<file path="src/rtl/core/cgts_pkg.sv">
// ----------------------------------------------------------------------------
// cgts_pkg: shared types and constants of the chunk-grouped task scheduler
// Command codes, register indexes, controller states and the command and
// status bundles between the controller and the datapath.
// ----------------------------------------------------------------------------
package cgts_pkg;

    // Parameter defaults
    localparam int MAX_GROUPS_DEF  = 16;
    localparam int GROUP_DEPTH_DEF = 64;
    localparam int TAG_BITS_DEF    = 16;

    // Fixed field widths
    localparam int TAG_W    = 16;
    localparam int CHUNK_W  = 31;
    localparam int GCOUNT_W = 5;
    localparam int MSZ_W    = 7;
    localparam int MIF_W    = 8;
    localparam int CFG_W    = 8;
    localparam int IN_W     = 48;
    localparam int OUT_W    = 64;

    // Configuration reset values
    localparam logic [MSZ_W-1:0] MSZ_RESET = 7'd8;
    localparam logic [MIF_W-1:0] MIF_RESET = 8'd4;

    typedef enum logic [1:0] {
        CMD_ENQ = 2'd0,
        CMD_DEQ = 2'd1,
        CMD_FIN = 2'd2,
        CMD_NOP = 2'd3
    } cmd_code_t;

    typedef enum logic {
        REG_MAX_GROUP_SIZE = 1'b0,
        REG_MAX_IN_FLIGHT  = 1'b1
    } reg_index_t;

    typedef enum logic [2:0] {
        ST_IDLE,
        ST_DISPATCH,
        ST_ENQ_CMP,
        ST_ENQ_NEW,
        ST_DEQ_GRP,
        ST_FINISH
    } state_t;

    // Controller to datapath
    typedef struct packed {
        logic latch_in;
        logic rd_head;
        logic scan_next;
        logic enq_hit;
        logic enq_new;
        logic enq_drop;
        logic deq_upd;
        logic fin_dec;
        logic emit;
    } ctrl_cmd_t;

    // Datapath to controller
    typedef struct packed {
        cmd_code_t cmd;
        logic      empty;
        logic      full;
        logic      hit;
        logic      scan_more;
        logic      ready;
        logic      out_busy;
    } dp_status_t;

endpackage

</file>
<file path="src/rtl/core/cgts_ctrl.sv">
// ----------------------------------------------------------------------------
// cgts_ctrl: scheduler controller
// Sequences one transfer at a time: dispatch, group scan or update, and the
// hand-off of the result into the output register.
// ----------------------------------------------------------------------------
module cgts_ctrl (
    input  logic                  aclk,
    input  logic                  aresetn,
    input  logic                  s_tvalid,
    output logic                  s_tready,
    input  cgts_pkg::dp_status_t  status,
    output cgts_pkg::ctrl_cmd_t   cmd
);

    cgts_pkg::state_t state_reg, state_next;

    always_ff @(posedge aclk) begin
        if (!aresetn) begin
            state_reg <= cgts_pkg::ST_IDLE;
        end else begin
            state_reg <= state_next;
        end
    end

    // Next state
    always_comb begin
        state_next = state_reg;
        unique case (state_reg)
            cgts_pkg::ST_IDLE: begin
                if (s_tvalid) state_next = cgts_pkg::ST_DISPATCH;
            end
            cgts_pkg::ST_DISPATCH: begin
                unique case (status.cmd)
                    cgts_pkg::CMD_ENQ: begin
                        state_next = status.empty ? cgts_pkg::ST_ENQ_NEW
                                                  : cgts_pkg::ST_ENQ_CMP;
                    end
                    cgts_pkg::CMD_DEQ: begin
                        state_next = status.ready ? cgts_pkg::ST_DEQ_GRP
                                                  : cgts_pkg::ST_FINISH;
                    end
                    default: state_next = cgts_pkg::ST_FINISH;
                endcase
            end
            cgts_pkg::ST_ENQ_CMP: begin
                priority if (status.hit)       state_next = cgts_pkg::ST_FINISH;
                else if (status.scan_more)     state_next = cgts_pkg::ST_ENQ_CMP;
                else if (status.full)          state_next = cgts_pkg::ST_FINISH;
                else                           state_next = cgts_pkg::ST_ENQ_NEW;
            end
            cgts_pkg::ST_ENQ_NEW: state_next = cgts_pkg::ST_FINISH;
            cgts_pkg::ST_DEQ_GRP: state_next = cgts_pkg::ST_FINISH;
            cgts_pkg::ST_FINISH: begin
                if (!status.out_busy) state_next = cgts_pkg::ST_IDLE;
            end
            default: state_next = cgts_pkg::ST_IDLE;
        endcase
    end

    // Outputs
    always_comb begin
        cmd      = '0;
        s_tready = 1'b0;
        unique case (state_reg)
            cgts_pkg::ST_IDLE: begin
                s_tready     = 1'b1;
                cmd.latch_in = s_tvalid;
            end
            cgts_pkg::ST_DISPATCH: begin
                unique case (status.cmd)
                    cgts_pkg::CMD_ENQ: cmd.rd_head = !status.empty;
                    cgts_pkg::CMD_DEQ: cmd.rd_head = status.ready;
                    cgts_pkg::CMD_FIN: cmd.fin_dec = 1'b1;
                    default: ;
                endcase
            end
            cgts_pkg::ST_ENQ_CMP: begin
                priority if (status.hit) cmd.enq_hit   = 1'b1;
                else if (status.scan_more) cmd.scan_next = 1'b1;
                else if (status.full)    cmd.enq_drop  = 1'b1;
                else                     cmd.enq_drop  = 1'b0;
            end
            cgts_pkg::ST_ENQ_NEW: cmd.enq_new = 1'b1;
            cgts_pkg::ST_DEQ_GRP: cmd.deq_upd = 1'b1;
            cgts_pkg::ST_FINISH:  cmd.emit    = !status.out_busy;
            default: ;
        endcase
    end

endmodule

</file>
<file path="config.mk">
export PLATFORM = sky130hd
export DESIGN_NAME = cgts_ctrl
export DESIGN_NICKNAME = d
export VERILOG_FILES = /design/src/rtl/core/cgts_pkg.sv /design/src/rtl/core/cgts_ctrl.sv
export SDC_FILE = /design/constraint.sdc
export NUM_CORES = 1
export LEC_CHECK = 0
export ABC_AREA = 1
export BUFFER_PORTS_ARGS = -buffer_cell sky130_fd_sc_hd__buf_2
export CAP_MARGIN = 20
export CORE_AREA = 2 2 39 41
export CTS_CLUSTER_SIZE = 8
export DETAILED_ROUTE_END_ITERATION = 8
export DIE_AREA = 0 0 41 43
export MAX_ROUTING_LAYER = met4
export PLACE_DENSITY = 0.51
export SLEW_MARGIN = 10
export SYNTH_ARGS = -nofsm -noshare
export SYNTH_HDL_FRONTEND = slang
export SYNTH_SLANG_ARGS = --single-unit
</file>
<file path="constraint.sdc">
create_clock -name aclk -period 1.05 [get_ports aclk]
set_input_delay 0 -clock aclk [delete_from_list [all_inputs] [get_ports aclk]]
set_output_delay 0 -clock aclk [all_outputs]
set_load 0.01 [all_outputs]
</file>
==> impl_table.tex, run 1 <==
\begin{tabular}{lr}
\hline
Metric & Value \\
\hline
\multicolumn{2}{l}{\textbf{CTS}} \\
\quad Number of buffers added by the clock tree synthesis step & 3 \\
\quad Largest buffer count on any clock path & 2 \\
\quad Source-to-sink clock delay at the later pin of the worst-skew pair & 230 ps \\
\quad H-tree depth & 1 \\
\quad Hold buffers post-CTS & 0 \\
\quad Clock sink count & 3 \\
\quad Clock tree from TritonCTS & built \\
\quad Worst-path clk slew & roughly 40 ps \\
\quad CTS Root Cell & clkbuf\_4 \\
\multicolumn{2}{l}{\textbf{Worst setup path}} \\
\quad Total number of cells along the worst setup path & 5 \\
\quad Critical path start-end classification & reg -> out \\
\quad Bufs and invs on worst path & 2 \\
\quad Kind of end point of the critical path & output port \\
\quad Slowest CP cell & dfxtp\_4 \\
\quad Crit-path cells & nand2\_4 -> nor2\_4 -> inv\_2 -> nor3\_4 -> buf\_2 \\
\quad Critical Path Fanout Max & 5 \\
\quad Worst Setup Start Kind & flip-flop \\
\quad Family with the most delay on the worst path & flip-flops \\
\quad Worst Path Arrival & roughly 1200 ps \\
\quad Critical path's largest stage delay & 410 ps \\
\quad R2r worst-path depth & 7 \\
\quad Worst Path Required & 1050 ps \\
\multicolumn{2}{l}{\textbf{Timing}} \\
\quad Final worst-path setup slack & -107.1 ps \\
\quad Aggregate negative setup slack & -289.2 ps \\
\quad Post-Route Hold Slack & 51.38 ps \\
\quad Hold Fails Final Rpt & 0 \\
\quad RSZ-0062 raised after global routing & true \\
\quad Total setup violations reported at the end of the flow & 5 \\
\quad Final cycle utilization of the critical path & 110.2\% \\
\quad Post-layout minimum cycle time & between 1000 and 1500 ps \\
\quad Final Slew Violations & 0 \\
\quad Highest attainable clock frequency & $\sim$0.86 GHz \\
\quad Worst clock skew & about 2.8 ps \\
\quad Slew HR & between 80 and 90\% \\
\quad Pin slew with the least headroom to its limit & roughly 160 ps \\
\multicolumn{2}{l}{\textbf{Global routing}} \\
\quad Total global routing track utilization & 15.12\% \\
\quad Pin count of the biggest net entering global routing & 6 \\
\quad Number of antenna violations at the first check in global routing & 0 \\
\quad Via count of the first global-routing pass & approximately 480 \\
\quad Wire length of the first global-routing pass & 1.814 mm \\
\quad Global route total overflow & 0 \\
\multicolumn{2}{l}{\textbf{Cells and area}} \\
\quad Utilization of the core after routing & between 40 and 50\% \\
\quad Post-route standard cell area excluding fillers & $\sim$630 µm² \\
\quad Area grow syn2layout & 94.57\% \\
\quad Final nets & 110 \\
\quad Ratio of cells with drive above 1 in the final layout & between 50\% and 60\% \\
\quad Final cell count without fillers & around 110 \\
\quad Commonest non-fill, non-tap cell in the layout & buf\_2 \\
\quad Max FFs per register & 3 \\
\quad ANT cells & 0 \\
\quad Top library cells by usage in the layout, fill and taps aside & buf\_2 (19), nand2\_1 (15), nor2\_1 (9), nand3\_1 (9), buf\_4 (9) \\
\multicolumn{2}{l}{\textbf{Floorplan}} \\
\quad Initial Utilization & about a quarter \\
\quad Die Height & 43 µm \\
\quad Area inside the core boundary & about 1400 µm² \\
\quad Top-level I/O count & 21 \\
\quad Die area & approximately 1800 µm² \\
\quad \# rows & 14 \\
\quad Overall die width & about 40 µm \\
\multicolumn{2}{l}{\textbf{Yosys}} \\
\quad Area share of the largest cell type after synthesis & 19.77\% \\
\quad Synth Area per Inst & $\sim$5.0 µm² \\
\quad Post-synthesis compound-gate area fraction & approximately 5.8\% \\
\quad Cell type with the highest aggregate area in the netlist & nand2\_1 \\
\quad Fraction of synthesized area in multiplexers & 0\% \\
\quad Area share of and/or/nand/nor cells after synthesis & between 50 and 60\% \\
\quad Synthesized flop and latch total & 3 \\
\quad Area of the mapped netlist & $\sim$320 µm² \\
\quad Largest family of logic cells by synthesized area & simple AND/OR/NAND/NOR gates \\
\quad Cells taking the most area after synthesis & nand2\_1 (20\%), dfxtp\_1 (19\%), nand3\_1 (14\%) \\
\quad Number of different library cells in the post-synthesis netlist & 13 \\
\quad Adder-cell share of the synthesized area & 0\% \\
\quad Synth Area in XOR/XNOR & 0\% \\
\quad Count of yosys warnings during synthesis & 0 \\
\quad Post-synthesis sequential area ratio & a little under a fifth \\
\quad Syn Nets & 75 \\
\quad Synthesized netlist cell count & 64 \\
\multicolumn{2}{l}{\textbf{Route}} \\
\quad Number of routed nets with antenna violations & 0 \\
\quad Number of DRC markers in iteration 0 & 0 \\
\quad DRC violation count after routing & 0 \\
\quad Via Count & between 400 and 500 \\
\quad Via density per instance & roughly 4.4 \\
\quad First drt pass iteration count & 1 \\
\quad Mean routed wirelength per cell & a little under 10 µm \\
\quad Final wirelength & between 1 and 1.5 mm \\
\multicolumn{2}{l}{\textbf{Outcome}} \\
\quad Result of the run & finished with violations \\
\quad Violated checks & setup timing \\
\multicolumn{2}{l}{\textbf{Placed design}} \\
\quad Post-Place Setup Slack & -42.15 ps \\
\quad Post-DP HPWL & between 700 and 800 µm \\
\quad Port buffer count & 20 \\
\quad Placed Cells & about 100 \\
\quad Instance area at placement & 465.4 µm² \\
\quad Final weighted congestion in routability-driven placement & between 0.7 and 0.8 \\
\multicolumn{2}{l}{\textbf{Pwr}} \\
\quad VDD IR max & around 750 µV \\
\quad Pwr Total & between 1 and 1.5 mW \\
\quad Net switching power & a little over 0.6 mW \\
\quad Share of total power in sequential cells & slightly above 20\% \\
\quad Switching share of power & between 40\% and 50\% \\
\quad Leakage power of the design & between 0.3 and 0.4 nW \\
\quad Logic pwr share & between 60\% and 70\% \\
\quad Power Dens Cells & 2219 nW/µm² \\
\quad Clock network power share & approximately 14\% \\
\quad Cell Int Power & between 0.7 and 0.8 mW \\
\multicolumn{2}{l}{\textbf{Hold path}} \\
\quad Hold Path Stages & 3 \\
\quad Worst hold path type & in -> reg \\
\multicolumn{2}{l}{\textbf{Run}} \\
\quad Max Cap Violations & 0 \\
\hline
\end{tabular}
==> worst reg2reg max path, delay by kind of cell, from the launching register on <==
family,cells,cell delay [ps]
DFF,1,410
and+or+nand+nor,5,410
buffers and inverters,2,170
==> Yosys cell counts <==
library cell  count
nor3_1            3
dfxtp_1           3
nand2_1          17
nand4_1           1
o21ai_0           1
a21oi_1           1
nor2_1           12
inv_2             2
a21oi_2           1
nor3_2            1
nand2_2           1
inv_1            12
nand3_1           9
==> final timing paths <==
kind,slack [ps],start,to
setup / recovery,-110,state_reg[1],cmd[6]
hold / removal,50,aresetn,state_reg[0]
setup reg to reg,0,state_reg[1],state_reg[0]
hold reg to reg,700,state_reg[2],state_reg[1]
==> routing by layer <==
layer	GRT usage [%]	wire, µm
met5	-	0
met1	16.08	398
met2	26.25	619
met4	4.667	34
met3	3.141	50
==> cells by family (layout without fill, tap and decap cells) <==
kind of cell | Yosys count | in the layout
flops | 3 | 3
buf+inv | 14 | 48
compound gates | 3 | 3
simple gates | 44 | 44
==> cell type report <==
type                    count  area, µm²
repair buffers             30      185.2
clock buffers               4      26.28
inverters                  14      60.06
multi-input cells          47      265.3
fillers                   150      755.7
well taps                  16      20.02
flip-flops and latches      3      71.32
==> power by group through the flow <==
stage                     registers, mW  clock network (mW)  logic (mW)
after floorplan                   0.218                   0       0.386
after global placement            0.235                   0       0.613
after detailed placement          0.236                   0       0.609
after CTS                         0.268               0.203       0.798
after global routing              0.286               0.219        1.03
final                             0.281               0.194       0.919
==> repair_timing <==
item | CTS | global route
setup buffers | 8 | 1
pin swaps | 3 | 6
cloned | 0 | 0
setup endpoints to repair | 10 | 12
resized for setup | 18 | 10
No activity file was read; power rests on OpenSTA's default activity.
==> inputs of run 2 (changes only) <==
Settings changed: CTS_BUF_LIST from default to sky130_fd_sc_hd__clkbuf_8.
==> impl_table.tex, run 2 (synthesized netlist as in run 1, its figures left out) <==
\begin{tabular}{lr}
\hline
Metric & Value \\
\hline
\multicolumn{2}{l}{\textbf{Worst setup path}} \\
\quad Kind of end point of the critical path & output port \\
\quad Worst Setup Start Kind & flip-flop \\
\quad Family with the most delay on the worst path & flip-flops \\
\quad Worst Path Required & 1050 ps (about the same) \\
\quad Critical path's largest stage delay & 360 ps (-50 ps) \\
\quad Critical path start-end classification & reg -> out \\
\quad Crit-path cells & inv\_4 -> nand2\_4 -> nor2\_4 -> inv\_2 -> nor3\_2 -> buf\_2 \\
\quad Launching point of the worst reg2reg path & state\_reg[2] \\
\quad Worst Path Arrival & 1120 ps (-40 ps) \\
\quad Startpoint of the most critical setup path & state\_reg[2] \\
\quad Bufs and invs on worst path & 3 (+1) \\
\quad Slowest CP cell & dfxtp\_4 \\
\quad Critical Path Fanout Max & 4 (-1) \\
\quad Slack of the worst reg-to-reg path & 10 ps (about the same) \\
\multicolumn{2}{l}{\textbf{CTS}} \\
\quad Number of buffers added by the clock tree synthesis step & 3 (unchanged) \\
\quad Source-to-sink clock delay at the later pin of the worst-skew pair & 210 ps (-20 ps) \\
\quad H-tree depth & 1 (unchanged) \\
\quad Largest buffer count on any clock path & 2 (unchanged) \\
\quad Clock tree from TritonCTS & built \\
\quad CTS Root Cell & clkbuf\_8 \\
\quad Clock sink count & 3 (unchanged) \\
\quad Worst-path clk slew & 30 ps (about the same) \\
\multicolumn{2}{l}{\textbf{Cells and area}} \\
\quad Commonest non-fill, non-tap cell in the layout & buf\_2 \\
\quad Max FFs per register & 3 (unchanged) \\
\quad Ratio of cells with drive above 1 in the final layout & 52.08\% (-2.0 points) \\
\quad ANT cells & 0 (unchanged) \\
\quad Filler Cell Count & 152 (+1.3\%) \\
\quad Area grow syn2layout & 91.09\% \\
\quad Top library cells by usage in the layout, fill and taps aside & buf\_2 (20), nand2\_1 (16), inv\_1 (10) \\
\quad Final cell count without fillers & 112 (-1.8\%) \\
\quad Final nets & 108 (-1.8\%) \\
\multicolumn{2}{l}{\textbf{Pwr}} \\
\quad Logic pwr share & 59.1\% (-6.8 points) \\
\quad Pwr Total & 1.430 mW (+2.6\%) \\
\quad Leakage power of the design & 0.3631 nW (-0.16\%) \\
\quad Net switching power & 0.5907 mW (-3.7\%) \\
\quad VDD IR max & 1131 µV (+50\%) \\
\quad Clock network power share & 21.8\% (+7.9 points) \\
\quad Cell Int Power & 0.8398 mW (+7.7\%) \\
\quad Share of total power in sequential cells & 19.1\% (-1.1 points) \\
\quad Power Dens Cells & 2319 nW/µm² (+4.5\%) \\
\quad Switching share of power & 41.29\% (-2.7 points) \\
\multicolumn{2}{l}{\textbf{Route}} \\
\quad Number of routed nets with antenna violations & 0 (unchanged) \\
\quad Mean routed wirelength per cell & 8.509 µm (-12\%) \\
\quad First drt pass iteration count & 3 (+2) \\
\quad Final wirelength & 953 µm (-14\%) \\
\quad Via Count & 484 (-3.0\%) \\
\quad Number of DRC markers in iteration 0 & 5 (+5) \\
\quad Via density per instance & 4.321 (-1.3\%) \\
\quad DRC violation count after routing & 0 (unchanged) \\
\multicolumn{2}{l}{\textbf{Timing}} \\
\quad RSZ-0062 raised after global routing & true \\
\quad Final Slew Violations & 0 (unchanged) \\
\quad Final cycle utilization of the critical path & 106.6\% (-3.6 points) \\
\quad Post-Route Hold Slack & 44.33 ps (-7.050 ps) \\
\quad Highest attainable clock frequency & 0.8936 GHz (+3.4\%) \\
\quad Slew HR & 88.30\% (-0.80 points) \\
\quad Pin slew with the least headroom to its limit & 175.3 ps (+12.39 ps) \\
\quad Total setup violations reported at the end of the flow & 4 (-1) \\
\quad Final worst-path setup slack & -69.02 ps (+38.03 ps) \\
\quad Hold Fails Final Rpt & 0 (unchanged) \\
\quad Post-layout minimum cycle time & 1119 ps (-38.03 ps) \\
\quad Worst clock skew & 2.685 ps (-0.1506 ps) \\
\multicolumn{2}{l}{\textbf{Placed design}} \\
\quad Port buffer count & 20 (unchanged) \\
\quad Final weighted congestion in routability-driven placement & 0.7120 (unchanged) \\
\quad Placed Cells & 103 (unchanged) \\
\quad Post-DP HPWL & 700.2 µm (unchanged) \\
\quad Post-Place Setup Slack & -42.15 ps (unchanged) \\
\multicolumn{2}{l}{\textbf{Floorplan}} \\
\quad Die Height & 43 µm (unchanged) \\
\quad Area inside the core boundary & 1384 µm² (unchanged) \\
\quad Top-level I/O count & 21 (unchanged) \\
\quad Initial Utilization & 23.33\% (unchanged) \\
\quad \# rows & 14 (unchanged) \\
\quad Die area & 1763 µm² (unchanged) \\
\quad Overall die width & 41 µm (unchanged) \\
\multicolumn{2}{l}{\textbf{Global routing}} \\
\quad Via count of the first global-routing pass & 419 (-12\%) \\
\quad Total global routing track utilization & 12.86\% (-2.3 points) \\
\quad Pin count of the biggest net entering global routing & 6 (unchanged) \\
\quad Number of antenna violations at the first check in global routing & 0 (unchanged) \\
\quad Global route total overflow & 0 (unchanged) \\
\quad Wire length of the first global-routing pass & 1.587 mm (-13\%) \\
\multicolumn{2}{l}{\textbf{Hold path}} \\
\quad Worst hold path type & in -> reg \\
\quad Hold Startpoint & aresetn \\
\multicolumn{2}{l}{\textbf{Run}} \\
\quad Max Cap Violations & 0 (unchanged) \\
\multicolumn{2}{l}{\textbf{Outcome}} \\
\quad Result of the run & finished with violations \\
\quad Violated checks & setup timing \\
\hline
\end{tabular}
run 2: area by class of cell:
type | instances | area (µm²) | area share [%]
timing repair buffer | 28 | 163.9 | 26.57
inverter | 14 | 60.06 | 9.736
clock buffer | 3 | 41.29 | 6.694
sequential | 3 | 71.32 | 11.56
clock inverter | 1 | 3.754 | 0.6085
tap | 16 | 20.02 | 3.245
multi-input combinational | 47 | 256.5 | 41.58
run 2: per-stage QoR:
stage,cell area [µm²],setup TNS [ps],util [%]
final,616.8,-121.0,44.57
after global routing,616.8,-599.5,44.57
after CTS,595.6,-169.3,43.04
after detailed placement,465.4,-125.6,33.63
after global placement,465.4,-176.4,33.63
after floorplan,322.8,0,-
run 2: worst paths after layout:
path | endpoint | depth (start not counted)
min | state_reg[0] | 3
max | cmd[6] | 6
max reg2reg | state_reg[2] | 8
min reg2reg | state_reg[0] | 3
run 2: tightest hold or removal path, delay by kind of cell:
| family | cells | cell delay, ps |
|---|---|---|
| buffers and inverters | 1 | 90 |
| and+or+nand+nor | 2 | 130 |
run 2: power groups by stage:
stage,clock [mW],combinational [mW],sequential [mW]
finish,0.312,0.846,0.273
global route,0.331,0.951,0.280
CTS,0.320,0.782,0.268
detailed placement,0,0.609,0.236
global placement,0,0.613,0.235
floorplan,0,0.386,0.218
run 2: repair_timing:
item	CTS	global route
setup buffers	5	0
setup endpoints to repair	10	11
resized for setup	17	7
pin swaps	0	2
hold buffers	0	0
run 2: metal layers:
metal / routed length (µm) / GRT usage, % / share of wire (%)
met4: 0 / 2.000 / 0
met1: 388 / 15.11 / 41
met3: 49 / 3.141 / 5.1
met5: 0 / - / 0
met2: 516 / 21.56 / 54
==> inputs of run 3 (changes only) <==
Settings changed: CORE_AREA 2 2 39 41 to 5 5 42 44, DIE_AREA 0 0 41 43 to 0 0 47 49, GPL_ROUTABILITY_DRIVEN from default to 0.
==> impl_table.tex, run 3 (synthesized netlist as in run 1, its figures left out) <==
\begin{tabular}{lr}
\hline
Metric & Value \\
\hline
\multicolumn{2}{l}{\textbf{Cells and area}} \\
\quad Top library cells by usage in the layout, fill and taps aside & buf\_2 (19), nand2\_1 (12), inv\_1 (11) \\
\quad ANT cells & 0 (unchanged) \\
\quad Area grow syn2layout & 114.0\% \\
\quad Max FFs per register & 3 (unchanged) \\
\quad Post-route standard cell area excluding fillers & 690.7 µm² (+12\%) \\
\quad Final nets & 112 (+3.7\%) \\
\quad Ratio of cells with drive above 1 in the final layout & 58.00\% (+5.9 points) \\
\quad Utilization of the core after routing & 49.29\% (+4.7 points) \\
\quad Commonest non-fill, non-tap cell in the layout & buf\_2 \\
\quad Final cell count without fillers & 116 (+3.6\%) \\
\multicolumn{2}{l}{\textbf{Global routing}} \\
\quad Met3 Resource Use GR & 2.214\% (-0.93 points) \\
\quad Via count of the first global-routing pass & 470 (+12\%) \\
\quad Global route total overflow & 0 (unchanged) \\
\quad Number of antenna violations at the first check in global routing & 0 (unchanged) \\
\quad M2 GR Usage & 17.87\% (-3.7 points) \\
\quad Most congested layer reported by global routing & met2 \\
\quad Total global routing track utilization & 11.18\% (-1.7 points) \\
\quad Pin count of the biggest net entering global routing & 6 (unchanged) \\
\quad Global routing usage on met1 & 11.38\% (-3.7 points) \\
\quad Wire length of the first global-routing pass & 1.821 mm (+15\%) \\
\multicolumn{2}{l}{\textbf{Floorplan}} \\
\quad Top-level I/O count & 21 (unchanged) \\
\quad Overall die width & 47 µm (+15\%) \\
\quad Die area & 2303 µm² (+31\%) \\
\quad Initial Utilization & 23.04\% (-0.29 points) \\
\quad Die Height & 49 µm (+14\%) \\
\quad \# rows & 14 (unchanged) \\
\quad Area inside the core boundary & 1401 µm² (+1.3\%) \\
\multicolumn{2}{l}{\textbf{Timing}} \\
\quad Final cycle utilization of the critical path & 107.2\% (+0.59 points) \\
\quad RSZ-0062 raised after global routing & true \\
\quad Final Slew Violations & 0 (unchanged) \\
\quad Slew HR & 88.84\% (+0.54 points) \\
\quad Post-Route Hold Slack & 41.13 ps (-3.206 ps) \\
\quad Total setup violations reported at the end of the flow & 9 (+5) \\
\quad Highest attainable clock frequency & 0.8887 GHz (-0.55\%) \\
\quad Hold Fails Final Rpt & 0 (unchanged) \\
\quad Pin slew with the least headroom to its limit & 167.3 ps (-8.032 ps) \\
\quad Worst clock skew & 2.616 ps (-0.06903 ps) \\
\quad Final worst-path setup slack & -75.20 ps (-6.181 ps) \\
\quad Post-layout minimum cycle time & 1125 ps (+6.181 ps) \\
\multicolumn{2}{l}{\textbf{Route}} \\
\quad Via Count & 509 (+5.2\%) \\
\quad Via density per instance & 4.388 (+1.5\%) \\
\quad DRC violation count after routing & 0 (unchanged) \\
\quad Mean routed wirelength per cell & 10.16 µm (+19\%) \\
\quad Number of routed nets with antenna violations & 0 (unchanged) \\
\quad Final wirelength & 1.179 mm (+24\%) \\
\quad Number of DRC markers in iteration 0 & 7 (+2) \\
\quad First drt pass iteration count & 4 (+1) \\
\multicolumn{2}{l}{\textbf{Pwr}} \\
\quad Leakage power of the design & 0.3846 nW (+5.9\%) \\
\quad Power Dens Cells & 2459 nW/µm² (+6.1\%) \\
\quad VDD IR max & 1047 µV (-7.4\%) \\
\multicolumn{2}{l}{\textbf{CTS}} \\
\quad Worst-path clk slew & 30 ps (about the same) \\
\quad Clock sink count & 3 (unchanged) \\
\quad Largest buffer count on any clock path & 2 (unchanged) \\
\quad CTS Root Cell & clkbuf\_8 \\
\quad H-tree depth & 1 (unchanged) \\
\quad Source-to-sink clock delay at the later pin of the worst-skew pair & 220 ps (about the same) \\
\quad Clock tree from TritonCTS & built \\
\quad Hold buffers post-CTS & 0 (unchanged) \\
\quad Number of buffers added by the clock tree synthesis step & 3 (unchanged) \\
\multicolumn{2}{l}{\textbf{Hold path}} \\
\quad Worst hold path type & in -> reg \\
\multicolumn{2}{l}{\textbf{Placed design}} \\
\quad Post-Place Setup Slack & -34.75 ps (+7.400 ps) \\
\quad Placed Cells & 104 (+0.97\%) \\
\quad Instance area at placement & 473.0 µm² (+1.6\%) \\
\quad Post-DP HPWL & 796.8 µm (+14\%) \\
\quad Port buffer count & 20 (unchanged) \\
\multicolumn{2}{l}{\textbf{Run}} \\
\quad Max Cap Violations & 0 (unchanged) \\
\multicolumn{2}{l}{\textbf{Outcome}} \\
\quad Result of the run & finished with violations \\
\quad Violated checks & setup timing \\
\multicolumn{2}{l}{\textbf{Worst setup path}} \\
\quad Worst Path Arrival & 1130 ps (about the same) \\
\quad Worst Setup Start Kind & flip-flop \\
\quad Critical Path Fanout Max & 4 (unchanged) \\
\quad Kind of end point of the critical path & output port \\
\quad Critical path start-end classification & reg -> out \\
\quad Worst Path Required & 1050 ps (about the same) \\
\hline
\end{tabular}
## run 3: cell count changes in the layout (fill, tap and decap cells not counted), sizes merged
cell  change
buf       +4
## run 3: repair_timing
| item | CTS | global route |
|---|---|---|
| pin swaps | 3 | 11 |
| setup endpoints to repair | 12 | 13 |
| setup buffers | 6 | 3 |
| gates resized for setup | 17 | 18 |
## run 3: routing by layer
metal	part of all wire (%)	up-vias
met2	55	17
met1	36	219
met3	6.1	4
met5	0	-
met4	2.7	0
li1	-	269
## run 3: metrics by stage
| stage | setup TNS, ps | power [mW] |
|---|---|---|
| 3_3_place_gp | -56.03 | 0.8625 |
| 5_1_grt | -1096 | 1.840 |
| 3_5_place_dp | -51.90 | 0.8616 |
| 2_1_floorplan | 0 | 0.6032 |
| 4_1_cts | -500.2 | 1.449 |
| 6_report | -339.8 | 1.699 |
## run 3: area by class of cell
| class | count | area (µm²) |
|---|---|---|
| Clock buffer | 3 | 41.29 |
| Clock inverter | 1 | 3.754 |
| Fill cell | 152 | 710.7 |
| Inverter | 14 | 62.56 |
| Multi-Input combinational cell | 47 | 284.0 |
| Sequential cell | 3 | 71.32 |
| Tap cell | 16 | 20.02 |
| Timing Repair Buffer | 32 | 207.7 |
## run 3: worst max-delay path, cell delays in order, from the launching register on
cell     delay (ps)
dfxtp_4         380
inv_6            50
nor3_4          130
inv_1            70
nor3_1          120
buf_2           150
## run 3: worst paths after layout
path / end / depth (start not counted) / from / slack [ps]
hold / removal: state_reg[0] / 3 / aresetn / 40
hold reg to reg: state_reg[1] / 4 / state_reg[1] / 660
setup / recovery: cmd[1] / 5 / state_reg[0] / -80
setup reg to reg: state_reg[2] / 8 / state_reg[0] / -50
## run 3: report_power, final
part,internal (mW),switching (mW),total [mW]
clock network,0.249,0.0785,0.328
logic,0.560,0.539,1.10
registers,0.180,0.0923,0.272
